$ cat config.mk
export PLATFORM = sky130hd
export DESIGN_NAME = flog2_out
export DESIGN_NICKNAME = d
export VERILOG_FILES = /design/src/design/flog2_pkg.sv /design/src/design/flog2_out.sv
export SDC_FILE = /design/constraint.sdc
export NUM_CORES = 1
export LEC_CHECK = 0
export BUFFER_PORTS_ARGS = -buffer_cell sky130_fd_sc_hd__buf_2
export CORE_MARGIN = 4
export CORE_UTILIZATION = 42
export DETAILED_ROUTE_END_ITERATION = 12
export HOLD_SLACK_MARGIN = 0.05
export PLACE_DENSITY = 0.79
export SLEW_MARGIN = 5
export SYNTH_ARGS = -nofsm -noshare
export SYNTH_HDL_FRONTEND = slang
export SYNTH_SLANG_ARGS = --single-unit
$ cat constraint.sdc
create_clock -name clk -period 3 [get_ports clk]
set_clock_uncertainty 0.15 [all_clocks]
set_input_delay 0.15 -clock clk [delete_from_list [all_inputs] [get_ports clk]]
set_output_delay 0.15 -clock clk [all_outputs]
set_load 0.01 [all_outputs]
$ cat src/design/flog2_pkg.sv
// Shared constants, a type and a helper function for the fast log2 approximation core.
package flog2_pkg;

	// Field widths of the input and result beats.
	localparam int IN_W  = 32;
	localparam int OUT_W = 26;

	// Output format and the rounding shift from the Q30 working format.
	localparam int OUT_FRAC_BITS = 16;
	localparam int WORK_FRAC     = 30;
	localparam int RND_SHIFT     = WORK_FRAC - OUT_FRAC_BITS;

	// Internal widths.
	localparam int MANT_W  = 24;                // hidden one plus 23 mantissa bits
	localparam int M_W     = 30;                // m in Q30, always below 1.0
	localparam int PROD_W  = 55;                // K1 times the 24-bit mantissa
	localparam int D_W     = 31;                // divisor K3 + m
	localparam int REM_W   = 31;                // partial remainder, always below the divisor
	localparam int Q_W     = 32;                // quotient bits, one per cell
	localparam int NUM_W   = 62;                // dividend K2 * 2^30 + floor(d / 2)
	localparam int ACC_W   = 42;                // signed running sum in Q30
	localparam int NCELLS  = Q_W;

	// Coefficients in Q30, rounded to nearest at elaboration.
	localparam logic [127:0] K0_WIDE =
		((128'd12422551499 << 30) + 128'd50000000) / 128'd100000000;
	localparam logic [127:0] K1_WIDE =
		((128'd1498030302 << 30) + 128'd500000000) / 128'd1000000000;
	localparam logic [127:0] K2_WIDE =
		((128'd172587999 << 30) + 128'd50000000) / 128'd100000000;
	localparam logic [127:0] K3_WIDE =
		((128'd3520887068 << 30) + 128'd5000000000) / 128'd10000000000;

	localparam logic [ACC_W-1:0] K0 = K0_WIDE[ACC_W-1:0];
	localparam logic [30:0]      K1 = K1_WIDE[30:0];
	localparam logic [30:0]      K2 = K2_WIDE[30:0];
	localparam logic [D_W-1:0]   K3 = K3_WIDE[D_W-1:0];

	// Half of one output step, added before the final shift so that it rounds.
	localparam logic [ACC_W-1:0] RND_HALF = ACC_W'(1) << (RND_SHIFT - 1);
	// Half of one unit of the product's discarded 24 bits.
	localparam logic [PROD_W-1:0] PROD_HALF =
		PROD_W'(1) << (WORK_FRAC - (M_W - MANT_W) - 1);

	// Saturation bounds of the result field.
	localparam logic signed [ACC_W-1:0] OUT_MAX_A = ACC_W'((64'd1 << (OUT_W - 1)) - 64'd1);
	localparam logic signed [ACC_W-1:0] OUT_MIN_A = -(ACC_W'(64'd1 << (OUT_W - 1)));

	// Data carried from one divider cell to the next.
	typedef struct packed {
		logic [REM_W-1:0] rem;
		logic [Q_W-1:0]   num;
		logic [D_W-1:0]   den;
		logic [Q_W-1:0]   quo;
		logic [ACC_W-1:0] acc;
	} cell_t;

	// Clamp a shifted result to the output field.
	function automatic logic [OUT_W-1:0] sat_out(input logic signed [ACC_W-1:0] val);
		logic [OUT_W-1:0] res;
		if (val > OUT_MAX_A) begin
			res = OUT_MAX_A[OUT_W-1:0];
		end else if (val < OUT_MIN_A) begin
			res = OUT_MIN_A[OUT_W-1:0];
		end else begin
			res = val[OUT_W-1:0];
		end
		return res;
	endfunction

endpackage

$ cat src/design/flog2_out.sv
// Output stage: final subtract, rounding shift, saturation and a one-beat skid buffer.
module flog2_out (
	input  logic                          clk,
	input  logic                          arst_n,
	input  logic                          vld_in,
	input  flog2_pkg::cell_t              cell_in,
	output logic                          en,
	output logic                          in_stall,
	output logic                          out_valid,
	input  logic                          out_stall,
	output logic signed [flog2_pkg::OUT_W-1:0] log2_value
);
	import flog2_pkg::*;

	logic signed [ACC_W-1:0] r_val;
	logic signed [ACC_W-1:0] t_val;
	logic [OUT_W-1:0]        res;
	logic                    incoming;
	logic                    out_v_q, skid_v_q;
	logic [OUT_W-1:0]        out_q, skid_q;

	// r = acc - q; the rounding half is already in acc, so the shift rounds.
	assign r_val = $signed(cell_in.acc - ACC_W'(cell_in.quo));
	assign t_val = r_val >>> RND_SHIFT;
	assign res   = sat_out(t_val);

	// The pipeline moves only while the skid register is empty.
	assign en       = !skid_v_q;
	assign in_stall = skid_v_q;
	assign incoming = en && vld_in;

	// Output register with skid: a beat that arrives while the output is held waits here.
	always_ff @(posedge clk or negedge arst_n) begin
		if (!arst_n) begin
			out_v_q  <= 1'b0;
			skid_v_q <= 1'b0;
		end else if (out_v_q && out_stall) begin
			if (incoming) begin
				skid_v_q <= 1'b1;
			end
		end else if (skid_v_q) begin
			out_v_q  <= 1'b1;
			skid_v_q <= 1'b0;
		end else begin
			out_v_q <= incoming;
		end
	end

	// Payload follows the same choices as the valid bits.
	always_ff @(posedge clk) begin
		if (out_v_q && out_stall) begin
			if (incoming) begin
				skid_q <= res;
			end
		end else if (skid_v_q) begin
			out_q <= skid_q;
		end else if (incoming) begin
			out_q <= res;
		end
	end

	assign out_valid  = out_v_q;
	assign log2_value = $signed(out_q);

endmodule

; ---- Word level (Yosys, flattened, before mapping)
; Cells that the tools add are included.
[word_totals]
ff_bits = 54
word_cells = 22
[op_classes]
addsub = 1
magnitude_cmp = 2
eq_ne = 1
muxes = 7
bitwise = 1
n_reduce_logical = 6
[op_table]
columns = op, count
row1 = 26-bit 2-to-1 mux, 4
row2 = 42-bit by 32-bit subtractor with 42-bit output, 1
row3 = 28-bit by 26-bit > comparator with 1-bit output (second input constant), 1
row4 = 28-bit by 26-bit less-than comparator with 1-bit output (second input constant), 1
row5 = 2-bit AND reduction, 2
row6 = 1-bit 2-to-1 mux, 3
row7 = 1-bit logical AND, 2
row8 = 2-bit inequality test (second input constant), 1
row9 = 2-bit nonzero test, 1
row10 = 1-bit logical NOT, 1
row11 = 1-bit inverter, 1

; ---- Longest topological paths before layout
[logic_depth]
depth_word = 6
mapped_depth = 13
depth_no_buf = 11

; ---- Worst setup path before layout
; Ideal clock, no wire load.
[synth_path]
kind = reg-to-reg
from = register skid_v_q, in the netlist in_stall
to = register skid_q[0] (enable)
setup_time_ps = 447
arrival_ps = 2573
required_ps = 2403
slack_ps = -170
path_stages_with_launch = 3
period_less_slack_ps = 3170
path_cell_list = dfrtp_1 > clkbuf_1 > nor3b_1
[synth_via]
elab_chain_cells = 3
[synth_rtl]
columns = element, line_no
row1 = start: declaration, flog2_out.sv:19  ; logic out_v_q, skid_v_q;
row2 = start signal: assignment, flog2_out.sv:36  ; skid_v_q <= 1'b0;
row3 = start signal: assignment, flog2_out.sv:39  ; skid_v_q <= 1'b1;
row4 = start signal: assignment, flog2_out.sv:43  ; skid_v_q <= 1'b0;
row5 = 1-bit logical NOT, flog2_out.sv:28  ; assign en = !skid_v_q;
row6 = 1-bit logical AND, flog2_out.sv:30  ; assign incoming = en && vld_in;
row7 = 2-bit AND reduction (no line), n/a
row8 = end signal: assignment, flog2_out.sv:53  ; skid_q <= res;
row9 = end: declaration, flog2_out.sv:20  ; logic [OUT_W-1:0] out_q, skid_q;
; Every way passes these cells.
; A chain may end at the register's enable or synchronous reset.

; ---- Worst setup path in the final report
[layout_path]
from = input cell_in[7] (netlist name)
to = register out_q[20], in the netlist log2_value[20] (data pin)
[layout_via]
elab_chain_cells = 6
word_cells_on_any_way = 7
[layout_rtl]
columns = element, line_no
row1 = start: declaration, flog2_out.sv:6  ; input flog2_pkg::cell_t cell_in,
row2 = 42-bit by 32-bit subtractor with 42-bit output *, flog2_out.sv:23  ; assign r_val = $signed(cell_in.acc - ACC_W'(cell_in.quo));
row3 = 28-bit by 26-bit less-than comparator with 1-bit output, flog2_pkg.sv:63  ; end else if (val < OUT_MIN_A) begin
row4 = 26-bit 2-to-1 mux, flog2_pkg.sv:63
row5 = 26-bit 2-to-1 mux *, flog2_pkg.sv:61  ; if (val > OUT_MAX_A) begin
row6 = named net res[20], flog2_out.sv:17  ; logic [OUT_W-1:0] res;
row7 = 26-bit 2-to-1 mux *, flog2_out.sv:57  ; end else if (incoming) begin
row8 = 26-bit 2-to-1 mux *, flog2_out.sv:55  ; end else if (skid_v_q) begin
row9 = end signal: assignment, flog2_out.sv:56  ; out_q <= skid_q;
row10 = end signal: assignment, flog2_out.sv:58  ; out_q <= res;
row11 = end: declaration, flog2_out.sv:20
; The timed path passes the listed nets; every way through them passes the cells marked *. The select of a mux whose other input is x is not followed.

==> run_results.csv <==
group,metric,value,unit
grt,grt_pass1_vias,3544,
floorplan,initial_utilization,43.58,%
sta,slew-limit-headroom,65.62,%
power_and_ir_drop,comb_power_share,34.8,%
critical_path,crit_slowest_cell,"a211o_1",
grt,grt-ovfl-total,0,
hold_path,whs_path_depth,3,
floorplan,die_h,106.4,um
critical_path,end_kind,"flip-flop",
sta,hold_viol,0,
critical_path,reg2reg_depth,2,
route,drt_iter0_drc,199,
sta,finalMaxSlewViolations,0,
outcome,outcome,"finished clean",
place,gp_congestion,0.9639,
grt,grt_util_met1,24.01,%
critical_path,path_max_fanout,15,
critical_path,rr_endpoint,"log2_value[14]",
floorplan,die_w,106.4,um
hold_path,worstHoldStart,"cell_in[37]",
final_layout,area_growth,25.21,%
grt,antenna_found_initial,0,
floorplan,core-area,9328,um2
synthesis,synth-edff-count,52,
critical_path,critPathBufInv,1,
sta,worst_pin_slew,0.5150,ns
route,ant_nets,0,
synthesis,syn_area,4065,um2
grt,grt.met3_usage,2.368,%
floorplan,ios,201,
sta,finalCriticalPeriod,2.874,ns
sta,timing.final.crit_share,95.80,%
final_layout,nets,759,
synthesis,synth_seq_cells,54,
critical_path,worst_path_largest_cell_delay,0.34,ns
place,port_buffers,106,
place,placed_cell_area,4932,um2
power_and_ir_drop,leakagePower,2.272,nW
synthesis,synth.yosys.seq_area_share,39.64,%
clocking,clk_latency,0.30,ns
critical_path,worst-setup-path-type,"primary input to flip-flop",
grt,grt_pass1_wl,16530,um
grt,gr-max-usage-layer,"met2",
sta,setup_viol,0,
critical_path,required,2.90,ns
critical_path,cp-start-kind,"primary input",
route,wl_per_cell,14.79,um
final_layout,fin_area,5090,um2
power_and_ir_drop,intPower,1.488,mW
sta,rsz0062_at_grt,"no",
place,post-place-ws,-0.1824,ns
synthesis,yosys_most_used_dff,"edfxtp_1",
grt,grt_max_degree,28,
power_and_ir_drop,switchingPower,648.5,uW
clocking,htree_levels,2,
synthesis,syn_area_per_cell,9.702,um2
route,route.detailed.drc,0,
sta,fin_ws,0.1260,ns
sta,hold-worst-slack,0.1391,ns
power_and_ir_drop,pwr_density_cell,419.8,nW/um2
clocking,clockRootBuffer,"clkbuf_8",
floorplan,row_count,35,
final_layout,fill_cells,822,
critical_path,critical_path.top_delay_family,"compound AO/OA/AOI/OAI gates",
route,wirelength,10130,um
critical_path,rr_startpoint,"in_stall",
sta,tns,0,ns
grt,met2_usage,30.41,%
clocking,cts_inserted_buffers,5,
power_and_ir_drop,swShare,30.35,%
final_layout,diodes,0,
route,vias,3622,
clocking,clk_pin_slew,0.09,ns
clocking,tritoncts,"built",
clocking,ctsLongestPathBuffers,2,
synthesis,syn_nets,622,
final_layout,layout-drive-gt1-share,34.53,%
grt,track_usage,17.69,%
floorplan,die-area,11320,um2
hold_path,whs_endpoint,"skid_q[23]",
synthesis,yosys.cell_types.count,61,
route,via_per_inst,5.288,
clocking,cts_sinks,54,
critical_path,worstPathArrival,2.78,ns
critical_path,path_cells,"buf_2 -> ha_1 -> a211oi_1 -> o21bai_1 -> a21oi_1 -> o2bb2ai_1 -> a211o_1 -> a211oi_2 -> or2_4 -> a31oi_2 -> mux2_2",
hold_path,hold_class,"primary input to flip-flop",
critical_path,reg2reg_slack,1.25,ns
place,hpwlAfterDp,8223,um
route,firstDrtPassIters,5,
run,maxCapViolations,0,
power_and_ir_drop,ir_drop,0.0002974,V
sta,fmax,347.9,MHz
synthesis,synthCells,419,
power_and_ir_drop,power_frac_seq,43.5,%
synthesis,async_flop_share,3.704,%
power_and_ir_drop,clkPwrFrac,21.8,%
synthesis,yosysWarnings,0,
-- power by group through the flow --
stage	Sequential, mW	Combinational (mW)	Clock (mW)
2_1_floorplan	0.968	0.446	0
3_3_place_gp	0.945	0.711	0
3_5_place_dp	0.947	0.726	0
4_1_cts	0.929	0.738	0.469
5_1_grt	0.935	0.818	0.504
6_report	0.929	0.743	0.465
-- layer usage --
layer  vias to the layer above  routed length, um
met2                       134               4977
met3                         6                556
met1                      1661               4529
met4                         0                 70
li1                       1821                  -
met5                         -                  0
-- worst min-delay path, cell delays in order --
cell	delay (ns)
buf_2	0.12
xor2_1	0.08
o21ai_2	0.13
-- cell usage after synthesis (all sizes together), types with 3 or more instances --
cell type	count	area [um2]
edfxtp	52	1562
nand2	39	146.4
inv	37	138.9
a21oi	36	187.7
ha	31	387.9
o21ai	30	195.2
nor2	28	107.6
a21o	17	127.6
mux2	15	168.9
xnor2	14	122.6
buf	10	83.83
nand3	10	50.05
a2bb2oi	9	78.83
nand4	9	56.30
nor3	8	40.04
clkbuf	7	26.28
a211oi	6	55.05
o21a	6	45.04
xor2	6	52.55
a31oi	4	31.28
o21bai	4	30.03
and4	3	26.28
nor2b	3	18.77
or2	3	21.28
-- through the flow --
step,util (%),cells,power [mW]
CTS,54.51,685,2.136
global route,54.57,685,2.258
floorplan,-,419,1.414
global placement,52.88,673,1.655
finish,54.57,685,2.137
detailed placement,52.88,673,1.673
-- cell families after synthesis --
group | share of synthesized area (%)
muxes | 4.155
AOI/OAI and AO/OA | 22.35
adders and majority gates | 9.541
buffers and inverters | 6.125
DFF | 39.64
and+or+nand+nor | 13.88
xor gates and xnor gates | 4.309
-- state kept, by name (all words and copies together) (netlist names) --
register / flops
log2_value: 26
out_valid: 1
skid_q: 26
in_stall: 1
-- repair_timing --
action	CTS	global route
hold endpoints to repair	4	0
hold buffers	5	0
resized for setup	0	1
buffers inserted	0	0
endpoints found under the setup margin	0	14
-- layout by cell type (no fill, tap or decap), drive strengths merged, types with 3 or more instances in the layout --
master and count:
buf 142, edfxtp 52, nand2 39, inv 37
a21oi 36, ha 31, o21ai 30, nor2 28
a21o 17, mux2 15, xnor2 14, nand3 10
nand4 9, a2bb2oi 9, nor3 8, o21a 6
xor2 6, a211oi 6, clkbuf 5, dlygate4sd3 5
o21bai 4, a31oi 4, nor2b 3, and4 3
or2 3
-- layout make-up --
type | count | area (um2) | share of cell area, %
inverter | 37 | 138.9 | 2.729
timing repair buffer | 147 | 850.8 | 16.72
tap | 129 | 161.4 | 3.171
clock buffer | 5 | 68.82 | 1.352
clock inverter | 2 | 33.78 | 0.6637
sequential | 54 | 1612 | 31.66
multi-input combinational | 311 | 2225 | 43.71
-- how the worst max path moves through the flow --
stage	slack, ns	cells after the start	end	start
after floorplan	0.27	12	log2_value[9]	cell_in[46]
after global placement	-0.08	11	log2_value[20]	cell_in[18]
after detailed placement	-0.18	11	log2_value[20]	cell_in[18]
after CTS	0.12	11	log2_value[20]	cell_in[18]
after global routing	0.0007	14	log2_value[24]	cell_in[62]
final	0.13	11	log2_value[20]	cell_in[7]
No activity file was read; power rests on OpenSTA's default activity.
