===== src/design/flog2_pkg.sv =====
// Shared constants, a type and a helper function for the fast log2 approximation core.
package flog2_pkg;

	// Field widths of the input and result beats.
	localparam int IN_W  = 32;
	localparam int OUT_W = 26;

	// Output format and the rounding shift from the Q30 working format.
	localparam int OUT_FRAC_BITS = 16;
	localparam int WORK_FRAC     = 30;
	localparam int RND_SHIFT     = WORK_FRAC - OUT_FRAC_BITS;

	// Internal widths.
	localparam int MANT_W  = 24;                // hidden one plus 23 mantissa bits
	localparam int M_W     = 30;                // m in Q30, always below 1.0
	localparam int PROD_W  = 55;                // K1 times the 24-bit mantissa
	localparam int D_W     = 31;                // divisor K3 + m
	localparam int REM_W   = 31;                // partial remainder, always below the divisor
	localparam int Q_W     = 32;                // quotient bits, one per cell
	localparam int NUM_W   = 62;                // dividend K2 * 2^30 + floor(d / 2)
	localparam int ACC_W   = 42;                // signed running sum in Q30
	localparam int NCELLS  = Q_W;

	// Coefficients in Q30, rounded to nearest at elaboration.
	localparam logic [127:0] K0_WIDE =
		((128'd12422551499 << 30) + 128'd50000000) / 128'd100000000;
	localparam logic [127:0] K1_WIDE =
		((128'd1498030302 << 30) + 128'd500000000) / 128'd1000000000;
	localparam logic [127:0] K2_WIDE =
		((128'd172587999 << 30) + 128'd50000000) / 128'd100000000;
	localparam logic [127:0] K3_WIDE =
		((128'd3520887068 << 30) + 128'd5000000000) / 128'd10000000000;

	localparam logic [ACC_W-1:0] K0 = K0_WIDE[ACC_W-1:0];
	localparam logic [30:0]      K1 = K1_WIDE[30:0];
	localparam logic [30:0]      K2 = K2_WIDE[30:0];
	localparam logic [D_W-1:0]   K3 = K3_WIDE[D_W-1:0];

	// Half of one output step, added before the final shift so that it rounds.
	localparam logic [ACC_W-1:0] RND_HALF = ACC_W'(1) << (RND_SHIFT - 1);
	// Half of one unit of the product's discarded 24 bits.
	localparam logic [PROD_W-1:0] PROD_HALF =
		PROD_W'(1) << (WORK_FRAC - (M_W - MANT_W) - 1);

	// Saturation bounds of the result field.
	localparam logic signed [ACC_W-1:0] OUT_MAX_A = ACC_W'((64'd1 << (OUT_W - 1)) - 64'd1);
	localparam logic signed [ACC_W-1:0] OUT_MIN_A = -(ACC_W'(64'd1 << (OUT_W - 1)));

	// Data carried from one divider cell to the next.
	typedef struct packed {
		logic [REM_W-1:0] rem;
		logic [Q_W-1:0]   num;
		logic [D_W-1:0]   den;
		logic [Q_W-1:0]   quo;
		logic [ACC_W-1:0] acc;
	} cell_t;

	// Clamp a shifted result to the output field.
	function automatic logic [OUT_W-1:0] sat_out(input logic signed [ACC_W-1:0] val);
		logic [OUT_W-1:0] res;
		if (val > OUT_MAX_A) begin
			res = OUT_MAX_A[OUT_W-1:0];
		end else if (val < OUT_MIN_A) begin
			res = OUT_MIN_A[OUT_W-1:0];
		end else begin
			res = val[OUT_W-1:0];
		end
		return res;
	endfunction

endpackage


===== src/design/flog2_cell.sv =====
// One restoring divider cell: produces one quotient bit and passes the rest on.
module flog2_cell (
	input  logic             clk,
	input  logic             arst_n,
	input  logic             en,
	input  logic             vld_in,
	input  flog2_pkg::cell_t cell_in,
	output logic             vld_out,
	output flog2_pkg::cell_t cell_out
);
	import flog2_pkg::*;

	logic [REM_W:0] trial;
	logic [REM_W:0] diff;
	logic           ge;
	logic           vld_q;
	cell_t          cell_q;

	// Bring down the next dividend bit and try to subtract the divisor.
	assign trial = {cell_in.rem, cell_in.num[Q_W-1]};
	assign diff  = trial - {1'b0, cell_in.den};
	assign ge    = trial >= {1'b0, cell_in.den};

	always_ff @(posedge clk or negedge arst_n) begin
		if (!arst_n) begin
			vld_q <= 1'b0;
		end else if (en) begin
			vld_q <= vld_in;
		end
	end

	// The remainder stays below the divisor, so its top bit is always clear.
	always_ff @(posedge clk) begin
		if (en) begin
			cell_q.rem <= ge ? diff[REM_W-1:0] : trial[REM_W-1:0];
			cell_q.num <= {cell_in.num[Q_W-2:0], 1'b0};
			cell_q.den <= cell_in.den;
			cell_q.quo <= {cell_in.quo[Q_W-2:0], ge};
			cell_q.acc <= cell_in.acc;
		end
	end

	assign vld_out  = vld_q;
	assign cell_out = cell_q;

endmodule


===== config.mk =====
export PLATFORM = sky130hd
export DESIGN_NAME = flog2_cell
export DESIGN_NICKNAME = d
export VERILOG_FILES = /design/src/design/flog2_pkg.sv /design/src/design/flog2_cell.sv
export SDC_FILE = /design/constraint.sdc
export NUM_CORES = 1
export LEC_CHECK = 0
export ABC_AREA = 0
export BUFFER_PORTS_ARGS = -buffer_cell sky130_fd_sc_hd__buf_2
export CORE_UTILIZATION = 35
export DETAILED_ROUTE_END_ITERATION = 10
export GPL_ROUTABILITY_DRIVEN = 0
export SETUP_SLACK_MARGIN = 0.05
export SYNTH_ARGS = -nofsm -noshare
export SYNTH_HDL_FRONTEND = slang
export SYNTH_SLANG_ARGS = --single-unit

===== constraint.sdc =====
create_clock -name clk -period 1.01 [get_ports clk]
set_input_delay 0.0505 -clock clk [delete_from_list [all_inputs] [get_ports clk]]
set_output_delay 0.0505 -clock clk [all_outputs]
set_load 0.1 [all_outputs]

# Word level (Yosys, flattened, before mapping)
# Index checks and enable logic that the tools add are counted.
# classes
n_lt_le_gt_ge,1
add_sub_neg,1
n_mux,1
# op_table
cell,count
$ge A32 B31 Y1,1
$mux W31,1
$sub A31 B31 Y31,1
# totals
word_cells,9
ff_bits,168
output_inout_bits,169
in_bits,172

# Longest topological paths before layout
# Gate-level depths: netlist (run 1).
# depth
depth_word,2
ltp_mapped,13
depth_no_buf,12

# Least setup slack after synthesis (run 1)
# OpenSTA, ideal clock, no wires.
# synth_timing
path_type,in2reg
from,in cell_in[136] (netlist name)
to,"reg cell_q, in the netlist cell_out[144] (data pin)"
n_path_buf,1
setup_ns,0.260
path_slack_ns,-1.419
arrival_time_ns,2.169
path_stages,13
required_time_ns,0.750
cell_sequence,inv_1 ha_1 fa_1 nor2b_1 o21ai_1 a21oi_1 o21ai_2 nand3_1 o211a_4 nor2_8 inv_4 buf_8 mux2_4
# synth_via
elab_chain_len,2
word_cells_on_any_way,3
classes_between,1 x add/sub; 1 x order compare; 1 x mux
# synth_rtl
element,line,rtl
from (decl),flog2_cell.sv:7,"input flog2_pkg::cell_t cell_in,"
$sub A31 B31 Y31 / $ge A32 B31 Y1 (equally long branches),"flog2_cell.sv:21, flog2_cell.sv:22",
$mux W31 (*),flog2_cell.sv:35,cell_q.rem <= ge ? diff[REM_W-1:0] : trial[REM_W-1:0];
to (decl),flog2_cell.sv:17,cell_t cell_q;
# Every way passes the cells marked *; elsewhere a longest branch is shown, timed or not.
# A chain may end at the register's enable or synchronous reset.

# Worst setup path in the final report (run 1)
# layout_timing
from,in cell_in[150] (netlist name)
to,"reg cell_q, in the netlist cell_out[167] (data pin)"
# The elaborated chain is that of the path after synthesis.

==> results.txt, run 1 <==
----------------------------------------------------
[STA]
  Setup repair after global routing missed its margin ... yes
  Worst hold slack after final layout ... 21.9 ps
  Final worst clock skew ... 0 ps
  Maximum operating frequency ... 521 MHz
  Number of setup violations in the final report ... 200
  Count of final max-slew check failures ... 0
  Post-route clock period utilization ... 190%
  Total count of hold-check failures in the final report ... 0
  Post-layout min period ... 1920 ps
  Slack of the critical path ... -909 ps

[Synth]
  Ys flop type ... edfxtp_1
  Flip-flop and latch count after synthesis ... 168
  Sequential share of the synthesized area ... 68.9%
  Post-synth EDFFs ... 167
  Synth Area per Inst ... 15.2 um^2
  Synthesized area ... 0.00731 mm^2
  Share of flip-flops with an asynchronous set or reset ... 0.595%
  Cells after synthesis ... 480
  Cell variety after synth ... 57
  Warnings, synthesis ... 0
  Syn_nets ... 684

[Floorplanning]
  Die Span Y ... 147 um
  DIE AREA ... 0.0215 mm^2
  Number of placement rows ... 52
  Die outline width ... 147 um
  # IOs ... 341
  Floorplan Core Area ... 0.0204 mm^2
  Initial cell density of the core ... 35.9%

[Clock network]
  Maximum buffer depth of the clock tree ... 2
  Clock-pin slew on the worst setup and hold paths ... 80 ps
  Root buffer selected by CTS ... clkbuf_16
  Clock Sink Count ... 168
  Inserted Clock Buffers ... 17
  Skew-Pair Late Insertion Delay ... 430 ps
  Clock tree from TritonCTS ... yes
  Number of H-tree branching levels ... 4

[Setup path]
  Element type at the critical path end ... flip-flop
  End of the worst register-to-register path ... vld_out
  Worst flop-to-flop path startpoint ... vld_out
  Worst-case reg-to-reg path depth ... 1
  Critical Path AT ... 2110 ps
  Required time of the critical path ... 1200 ps
  Reg-to-reg slack, setup ... 150 ps
  Critical Path Sink ... cell_out[167]
  Start point of the critical path ... cell_in[150]
  Crit path kind ... in2reg
  Startpoint class of the critical path ... input port
  Crit-path max FO ... 3

[Global route]
  Total routing resource utilization after global routing ... 29.0%
  Overflow left after global routing ... 0
  Vias in the first global route ... 7,479
  Largest net degree at the start of global routing ... 62
  Global-route wire length before repair ... 45,700 um
  Antenna violations before repair ... 2

[Power and ir drop]
  Max VDD drop ... 1.24 mV
  Reported leakage power ... 6.91 nW
  Total power density per cell area ... 1670 mW/mm^2

[Run status]
  Violations in the final reports ... negative setup slack
  Status ... complete, but fails checks

[Job]
  Max-cap violations ... 0

[Routing]
  Pre-Repair DR Iteration Count ... 4
  Detailed-route vias per instance ... 4.85
  Number of vias in the routed layout ... 6,897
  Total wirelength of the detailed-routed design ... 30,700 um
  DR WL/cell ... 21.6 um
  Residual DRC count ... 0
  DRT antenna net count ... 0
  Initial drt markers ... 417

[Cells and area]
  Final std cell area, no fill ... 0.0162 mm^2
  Most frequent standard cell in the layout excluding fill and tap cells ... buf_12
  Area taken by multi-input logic gates ... 0.00289 mm^2
  Final Net Count ... 1,341
  Proportion of layout cells with a drive suffix above 1 ... 57.8%
  Signed area change from the synthesized netlist to the final layout ... 122%
  Sequential cell area in the final layout ... 0.00504 mm^2
  Fillers ... 1,045
  Commonest non-fill, non-tap cells in the layout ... buf_12 (176), edfxtp_1 (167), dlygate4sd3_1 (157)

[Placement]
  Port-buffer cells ... 338
  DP HPWL ... 20,300 um
  Placed Area ... 0.0131 mm^2

[Worst hold path]
  Class of the tightest hold or removal check ... in2reg

----------------------------------------------------
-- power by group --
part           total [mW]  internal [mW]  leakage [nW]  switching (mW)
clock                6.51           3.31         0.286            3.20
sequential           9.06           8.48          1.65           0.579
combinational        11.6           4.71          4.98            6.88
-- stage by stage --
stage,instances,util (%),TNS [ps],worst slack [ps],power [mW]
5_1_grt,1420,79.7,-48400,-987,27.9
4_1_cts,1410,78.3,-41820,-861,26.8
3_3_place_gp,1203,64.2,-45500,-1520,19.3
3_5_place_dp,1203,64.2,-47250,-1590,19.4
2_1_floorplan,480,-,-35960,-1250,14.9
6_report,1422,79.8,-41360,-909,27.2
-- Yosys cell counts (all sizes together), types with 2 or more instances --
cell | n | area, um^2
edfxtp | 167 | 5010
a21o | 10 | 75.1
a21boi | 3 | 22.5
a21oi | 27 | 143
nor4 | 3 | 18.8
o31ai | 5 | 37.5
mux2 | 22 | 308
o21bai | 3 | 22.5
nor2 | 14 | 68.8
xor2 | 12 | 105
buf | 4 | 45.0
and2 | 2 | 12.5
and3 | 4 | 25.0
o21ai | 24 | 124
inv | 41 | 156
o2bb2ai | 2 | 17.5
nand3 | 11 | 55.1
a211oi | 5 | 42.5
o211a | 2 | 27.5
nand2 | 27 | 109
ha | 31 | 388
nand4 | 5 | 31.3
nor2b | 2 | 12.5
a311oi | 4 | 35.0
o21a | 10 | 75.1
a31oi | 4 | 25.0
a2111oi | 3 | 32.5
nor3 | 6 | 30.0
or3 | 2 | 17.5
xnor2 | 11 | 96.3
-- metal layers --
metal	share of wire (%)	track usage [%]	wire (um)
met5	0.023	0	7
met3	5.3	7.22	1630
met4	4.7	14.0	1460
met1	37	31.2	11200
met2	53	53.0	16400
-- cell type report --
cell class | count | area share (%)
repair buffers | 642 | 44.3
flip-flops and latches | 168 | 31.1
multi-input cells | 267 | 17.8
clock buffers | 17 | 2.62
well taps | 270 | 2.08
inverters | 41 | 1.18
clock inverters | 15 | 0.978
diodes | 2 | 0.0308
-- registers in the layout, indices dropped and copies added (netlist names) --
signal / cells
vld_out: 1
cell_out: 167
-- worst min-delay path by stage --
stage | depth (start not counted) | start | to
global route | 2 | en | cell_out[42]
CTS | 3 | cell_in[137] | cell_out[138]
finish | 3 | cell_in[166] | cell_out[167]
floorplan | 0 | arst_n | vld_out
global placement | 1 | arst_n | vld_out
detailed placement | 1 | arst_n | vld_out
-- worst max-delay path: stages --
cell	delay, ps
buf_2	130
ha_4	280
and3_4	220
nand2_4	70
o22a_2	240
buf_4	140
buf_4	130
a2111oi_4	370
a211oi_2	90
xnor2_1	140
mux2_4	250
-- logic make-up after synthesis --
kind of cell | synth area share [%]
DFF | 68.9
AOI/OAI and AO/OA | 10.1
and+or+nand+nor | 5.61
buffers and inverters | 2.75
adders and majority gates | 5.58
xor gates and xnor gates | 2.75
muxes | 4.21
other | 0.0513
-- timing repair --
item                                    CTS  global route
pin swaps                                62            37
endpoints found under the setup margin  200           200
endpoints found under the hold margin   157             2
hold buffers                            155             2
gates cloned                              1             0
setup buffers                            21            10
resized for setup                       130            56
Note: power is estimated with default switching activity, not from simulation.
==> inputs of run 2 (changes only) <==
RECOVER_POWER = 100   (was unset)
clock period = 2.1 ns   (was 1.01 ns; I/O delays follow)
==> run 2 against run 1 <==
The flow now finishes without violations. Highest routed layer unchanged. Clock power is 53% lower. Sequential share of layout area up 9.2 points. Clock skew unchanged. Via count decreased by 7.2%. Die area unchanged.
==> results.txt, run 2 (synthesis gave the netlist of run 1 again) <==
----------------------------------------------------
[Routing]
  DRT antenna net count ... 0
  Initial drt markers ... 261
  Pre-Repair DR Iteration Count ... 4
  Number of vias in the routed layout ... 6,398
  Residual DRC count ... 0
  Detailed-route vias per instance ... 4.64
  Total wirelength of the detailed-routed design ... 24,600 um
  DR WL/cell ... 17.9 um

[Cells and area]
  Most frequent standard cell in the layout excluding fill and tap cells ... clkbuf_1
  Final Net Count ... 1,299
  Commonest non-fill, non-tap cells in the layout ... clkbuf_1 (189), edfxtp_1 (167), buf_2 (148)
  Max FFs per register ... 167
  Final std cell area, no fill ... 0.0125 mm^2
  Signed area change from the synthesized netlist to the final layout ... 71.0%
  Final core occ ... 61.4%
  Fillers ... 1,685
  Number of diodes ... 0
  Proportion of layout cells with a drive suffix above 1 ... 35.3%

[Clock network]
  Clock tree from TritonCTS ... yes
  Root buffer selected by CTS ... clkbuf_16
  Clock Sink Count ... 168
  Maximum buffer depth of the clock tree ... 2
  Clock-pin slew on the worst setup and hold paths ... 70 ps
  Inserted Clock Buffers ... 17
  Skew-Pair Late Insertion Delay ... 420 ps
  Number of H-tree branching levels ... 4

[Global route]
  Global-route wire length before repair ... 36,700 um
  Antenna violations before repair ... 2
  Vias in the first global route ... 6,550
  Overflow left after global routing ... 0
  Total routing resource utilization after global routing ... 22.6%
  Largest net degree at the start of global routing ... 54

[STA]
  Worst-case headroom to the max-slew limit ... 1.41%
  Maximum operating frequency ... 495 MHz
  Post-route clock period utilization ... 96.2%
  Setup repair after global routing missed its margin ... yes
  Worst Max-Slew Pin Slew ... 1480 ps
  Number of setup violations in the final report ... 0
  Total count of hold-check failures in the final report ... 0
  Post-layout min period ... 2020 ps
  Final worst clock skew ... 0 ps
  Slack of the critical path ... 79.7 ps
  Count of final max-slew check failures ... 0

[Power and ir drop]
  Max VDD drop ... 0.590 mV
  Proportion of power drawn by the clock network ... 27.1%
  Total power density per cell area ... 913 mW/mm^2
  Portion of total power attributed to combinational logic ... 36.6%
  Reported leakage power ... 5.14 nW
  Switching power ... 4.72 mW
  Sw Share ... 41.3%
  Internal power summed over all cells ... 6.71 mW
  Register share of total power ... 36.4%

[Setup path]
  Critical Path AT ... 2190 ps
  Crit-path max FO ... 5
  Required time of the critical path ... 2270 ps
  Startpoint class of the critical path ... input port
  Critical Path Max Stage Delay ... 310 ps
  Master of the slowest instance on the critical path ... a2111oi_2
  Buffers & Inverters on Critical Path ... 4
  Crit path kind ... in2reg
  Critical path's top delay family ... compound AO/OA/AOI/OAI gates
  CP cell instances ... clkbuf_1 > inv_1 > ha_4 > a21oi_2 > o21ai_2 > a21o_1 > a2111oi_2 > or3_4 > nand2_4 > nor2_8 > inv_8 > clkbuf_16 > mux2_4
  Element type at the critical path end ... flip-flop

[Floorplanning]
  Die outline width ... 147 um
  Die Span Y ... 147 um
  Number of placement rows ... 52
  # IOs ... 341
  DIE AREA ... 0.0215 mm^2
  Initial cell density of the core ... 35.9%
  Floorplan Core Area ... 0.0204 mm^2

[Placement]
  DP HPWL ... 17,400 um
  Post-place setup slack ... -512 ps
  Port-buffer cells ... 338
  Placed Area ... 0.0104 mm^2

[Run status]
  Status ... completed

[Worst hold path]
  Class of the tightest hold or removal check ... in2reg

[Job]
  Max-cap violations ... 0

----------------------------------------------------
[run 2: power groups by stage]
stage / Sequential, mW / Combinational [mW] / Clock, mW
finish: 4.15 / 4.18 / 3.09
global route: 4.18 / 4.33 / 3.28
CTS: 4.14 / 4.18 / 3.16
detailed placement: 4.21 / 3.93 / 0
global placement: 4.20 / 3.91 / 0
floorplan: 6.48 / 0.689 / 0
[run 2: path summary, 6_finish.rpt]
| path | startpoint | end | slack, ps | cells after the start |
|---|---|---|---|---|
| max | cell_in[91] | cell_out[147] | 80 | 13 |
| min | cell_in[151] | cell_out[152] | 20 | 2 |
| max reg2reg | vld_out | vld_out | 1320 | 1 |
| min reg2reg | vld_out | vld_out | 550 | 1 |
| max in group asynchronous | arst_n | vld_out | 1430 | 3 |
| min in group asynchronous | arst_n | vld_out | 560 | 3 |
[run 2: repair_timing]
item | 4_1_cts | 5_1_grt
endpoints found under the hold margin | 146 | 0
setup buffers | 0 | 2
pin swaps | 6 | 23
hold buffers | 147 | 0
resized for setup | 12 | 55
endpoints found under the setup margin | 22 | 31
gates cloned | 0 | 2
[run 2: per-layer routing]
layer  global-route usage (%)  wire (um)  up-vias
li1                         -          -     3075
met5                        0         27        -
met2                     40.9      12900      217
met3                     5.22       1380       42
met4                     7.97        637        4
met1                     26.1       9700     3060
[run 2: layout make-up]
cell class	count	area, um^2	share of cell area (%)
timing repair buffer	600	3860	30.9
multi-input combinational	267	2510	20.1
tap	270	338	2.70
sequential	168	5040	40.3
clock inverter	15	153	1.22
inverter	41	176	1.41
clock buffer	17	425	3.40
[run 2: metrics by stage]
stage,total power [mW],hold slack (ps),setup TNS (ps),cells
3_5_place_dp,8.13,-111,-13050,1195
3_3_place_gp,8.11,-120,-12090,1195
6_report,11.4,17.1,0,1378
2_1_floorplan,7.16,-191,-3900,480
5_1_grt,11.8,12.8,-41.0,1378
4_1_cts,11.5,2.67,0,1374
==> inputs of run 3 (changes only) <==
CAP_MARGIN = 5   (was unset)
CORE_AREA = 2 2 132 134   (was unset)
CORE_UTILIZATION = unset   (was 35)
DIE_AREA = 0 0 134 136   (was unset)
PLACE_DENSITY = 0.76   (was unset)
==> run 3 against run 2 <==
Clock power hardly changed. Via count is 7.5% higher. Register-to-register slack better by 40 ps. Hold slack better by 3.6 ps. Clock-buffer cell count is 1 higher. Wire length is 12% higher. Critical endpoint is now cell_out[145]. The run now ends with max-capacitance violations, max-slew violations left. Final area hardly changed. First-iteration DRC count is 86% higher. Power is 0.88% higher. Cell count is 2.7% lower.
==> results.txt, run 3 (synthesis gave the netlist of run 1 again) <==
----------------------------------------------------
[Global route]
  Vias in the first global route ... 6,890
  Overflow left after global routing ... 0
  Total routing resource utilization after global routing ... 28.9%
  Largest net degree at the start of global routing ... 59
  Antenna violations before repair ... 2
  Global-route wire length before repair ... 39,100 um

[Power and ir drop]
  Max VDD drop ... 0.581 mV
  Total power density per cell area ... 922 mW/mm^2
  Portion of total power attributed to combinational logic ... 37.0%
  Reported leakage power ... 5.15 nW
  Switching power ... 4.80 mW
  Sw Share ... 41.7%
  Internal power summed over all cells ... 6.72 mW
  Register share of total power ... 36.2%
  Final Total Pwr ... 11.5 mW
  Proportion of power drawn by the clock network ... 26.9%

[STA]
  Count of final max-slew check failures ... 58
  Total count of hold-check failures in the final report ... 0
  Worst-case headroom to the max-slew limit ... -5.61%
  Final worst clock skew ... 0 ps
  Setup repair after global routing missed its margin ... yes
  Worst Max-Slew Pin Slew ... 1580 ps
  Post-route clock period utilization ... 99.1%
  Number of setup violations in the final report ... 0
  Maximum operating frequency ... 481 MHz
  Post-layout min period ... 2080 ps

[Setup path]
  Required time of the critical path ... 2280 ps
  Worst flop-to-flop path startpoint ... vld_out
  Crit path kind ... in2reg
  End of the worst register-to-register path ... vld_out
  Reg-to-reg slack, setup ... 1360 ps
  Crit-path max FO ... 8
  Element type at the critical path end ... flip-flop
  Worst-case reg-to-reg path depth ... 1
  Start point of the critical path ... cell_in[84]
  Critical Path AT ... 2260 ps
  Critical Path Sink ... cell_out[145]
  Startpoint class of the critical path ... input port

[Cells and area]
  Final core occ ... 74.1%
  Final std cell area, no fill ... 0.0125 mm^2
  Signed area change from the synthesized netlist to the final layout ... 70.9%
  Max FFs per register ... 167
  Most frequent standard cell in the layout excluding fill and tap cells ... clkbuf_1
  Proportion of layout cells with a drive suffix above 1 ... 35.5%
  Fillers ... 1,141
  Final Net Count ... 1,305
  Commonest non-fill, non-tap cells in the layout ... clkbuf_1 (190), edfxtp_1 (167), buf_2 (150)
  Area taken by multi-input logic gates ... 0.00254 mm^2
  Sequential cell area in the final layout ... 0.00504 mm^2

[Clock network]
  Root buffer selected by CTS ... clkbuf_16
  Clock-pin slew on the worst setup and hold paths ... 80 ps
  Number of H-tree branching levels ... 4
  Inserted Clock Buffers ... 17
  Maximum buffer depth of the clock tree ... 2
  Skew-Pair Late Insertion Delay ... 420 ps
  Clock tree from TritonCTS ... yes
  Clock Sink Count ... 168

[Routing]
  DRT antenna net count ... 0
  Wl on met1 ... 10,300 um
  Detailed-route vias per instance ... 5.13
  Pre-Repair DR Iteration Count ... 5
  Initial drt markers ... 486
  DR WL/cell ... 20.6 um
  Residual DRC count ... 0
  Number of vias in the routed layout ... 6,880
  Total wirelength of the detailed-routed design ... 27,600 um
  Max layer used ... met4
  Met3 wirelength from detailed routing ... 2020 um
  Wire length on met2 ... 14,100 um

[Floorplanning]
  DIE AREA ... 0.0182 mm^2
  Die outline width ... 134 um
  Floorplan Core Area ... 0.0169 mm^2
  Initial cell density of the core ... 43.3%
  Number of placement rows ... 48
  Die Span Y ... 136 um
  # IOs ... 341

[Run status]
  Status ... complete, but fails checks
  Violations in the final reports ... max-capacitance violations, max-slew violations

[Placement]
  Placed Area ... 0.0103 mm^2
  Port-buffer cells ... 338
  DP HPWL ... 17,700 um

[Job]
  Max-cap violations ... 1

[Worst hold path]
  Class of the tightest hold or removal check ... in2reg

----------------------------------------------------
-- run 3: changes by cell type in the layout (fill, tap and decap cells not counted), sizes merged --
cell,previous run,this run
buf,253,261
clkbuf,217,214
diode,0,2
dlygate4sd3,147,149
inv,49,48
-- run 3: worst min-delay path by stage --
stage                    end  depth (start not counted)  slack (ps)    startpoint
6_report       cell_out[153]                          2          20  cell_in[152]
5_1_grt        cell_out[158]                          2          10  cell_in[157]
4_1_cts              vld_out                          2           1        arst_n
3_5_place_dp         vld_out                          1        -120        arst_n
3_3_place_gp         vld_out                          1        -120        arst_n
2_1_floorplan        vld_out                          0        -190        arst_n
-- run 3: what timing repair did --
action | 4_1_cts | 5_1_grt
hold endpoints to repair | 149 | 0
pin swaps | 11 | 27
setup buffers | 2 | 8
hold buffers | 149 | 0
resized for setup | 15 | 51
setup endpoints to repair | 22 | 31
-- run 3: area by class of cell --
type                            instances  area share, %
Inverter                               41           1.37
Multi-Input combinational cell        267           20.4
Antenna cell                            2         0.0400
Sequential cell                       168           40.3
Clock buffer                           18           3.43
Tap cell                              225           2.25
Timing Repair Buffer                  606           31.0
Clock inverter                         14           1.19
-- run 3: layer usage --
layer / vias to the layer above / track usage (%)
met5: - / 0
met4: 0 / 12.1
met3: 87 / 6.71
met2: 392 / 51.1
met1: 3311 / 33.8
li1: 3090 / -
-- run 3: critical path, cell delays in order --
cell and delay [ps]:
buf_2 120, inv_2 60, ha_4 210, buf_4 140, nand2_1 70, nor2_1 50
a211oi_2 270, o22a_4 210, nand3_2 100, o211a_4 280, nor2_8 100, clkinv_4 90
buf_12 160, mux2_4 300
-- run 3: power by group through the flow --
stage / registers [mW] / logic [mW] / clock network (mW)
after detailed placement: 4.21 / 3.92 / 0
final: 4.17 / 4.26 / 3.10
after CTS: 4.14 / 4.18 / 3.10
after global routing: 4.19 / 4.38 / 3.22
after floorplan: 6.48 / 0.689 / 0
after global placement: 4.20 / 3.88 / 0
-- run 3: stage by stage --
stage	hold WS, ps	setup WS [ps]	cells	setup TNS (ps)
floorplan	-191	-215	480	-3900
global placement	-120	-498	1148	-11050
detailed placement	-117	-509	1148	-12460
CTS	1.04	5.76	1331	0
global route	12.2	-44.7	1341	-110
finish	20.6	19.9	1341	0
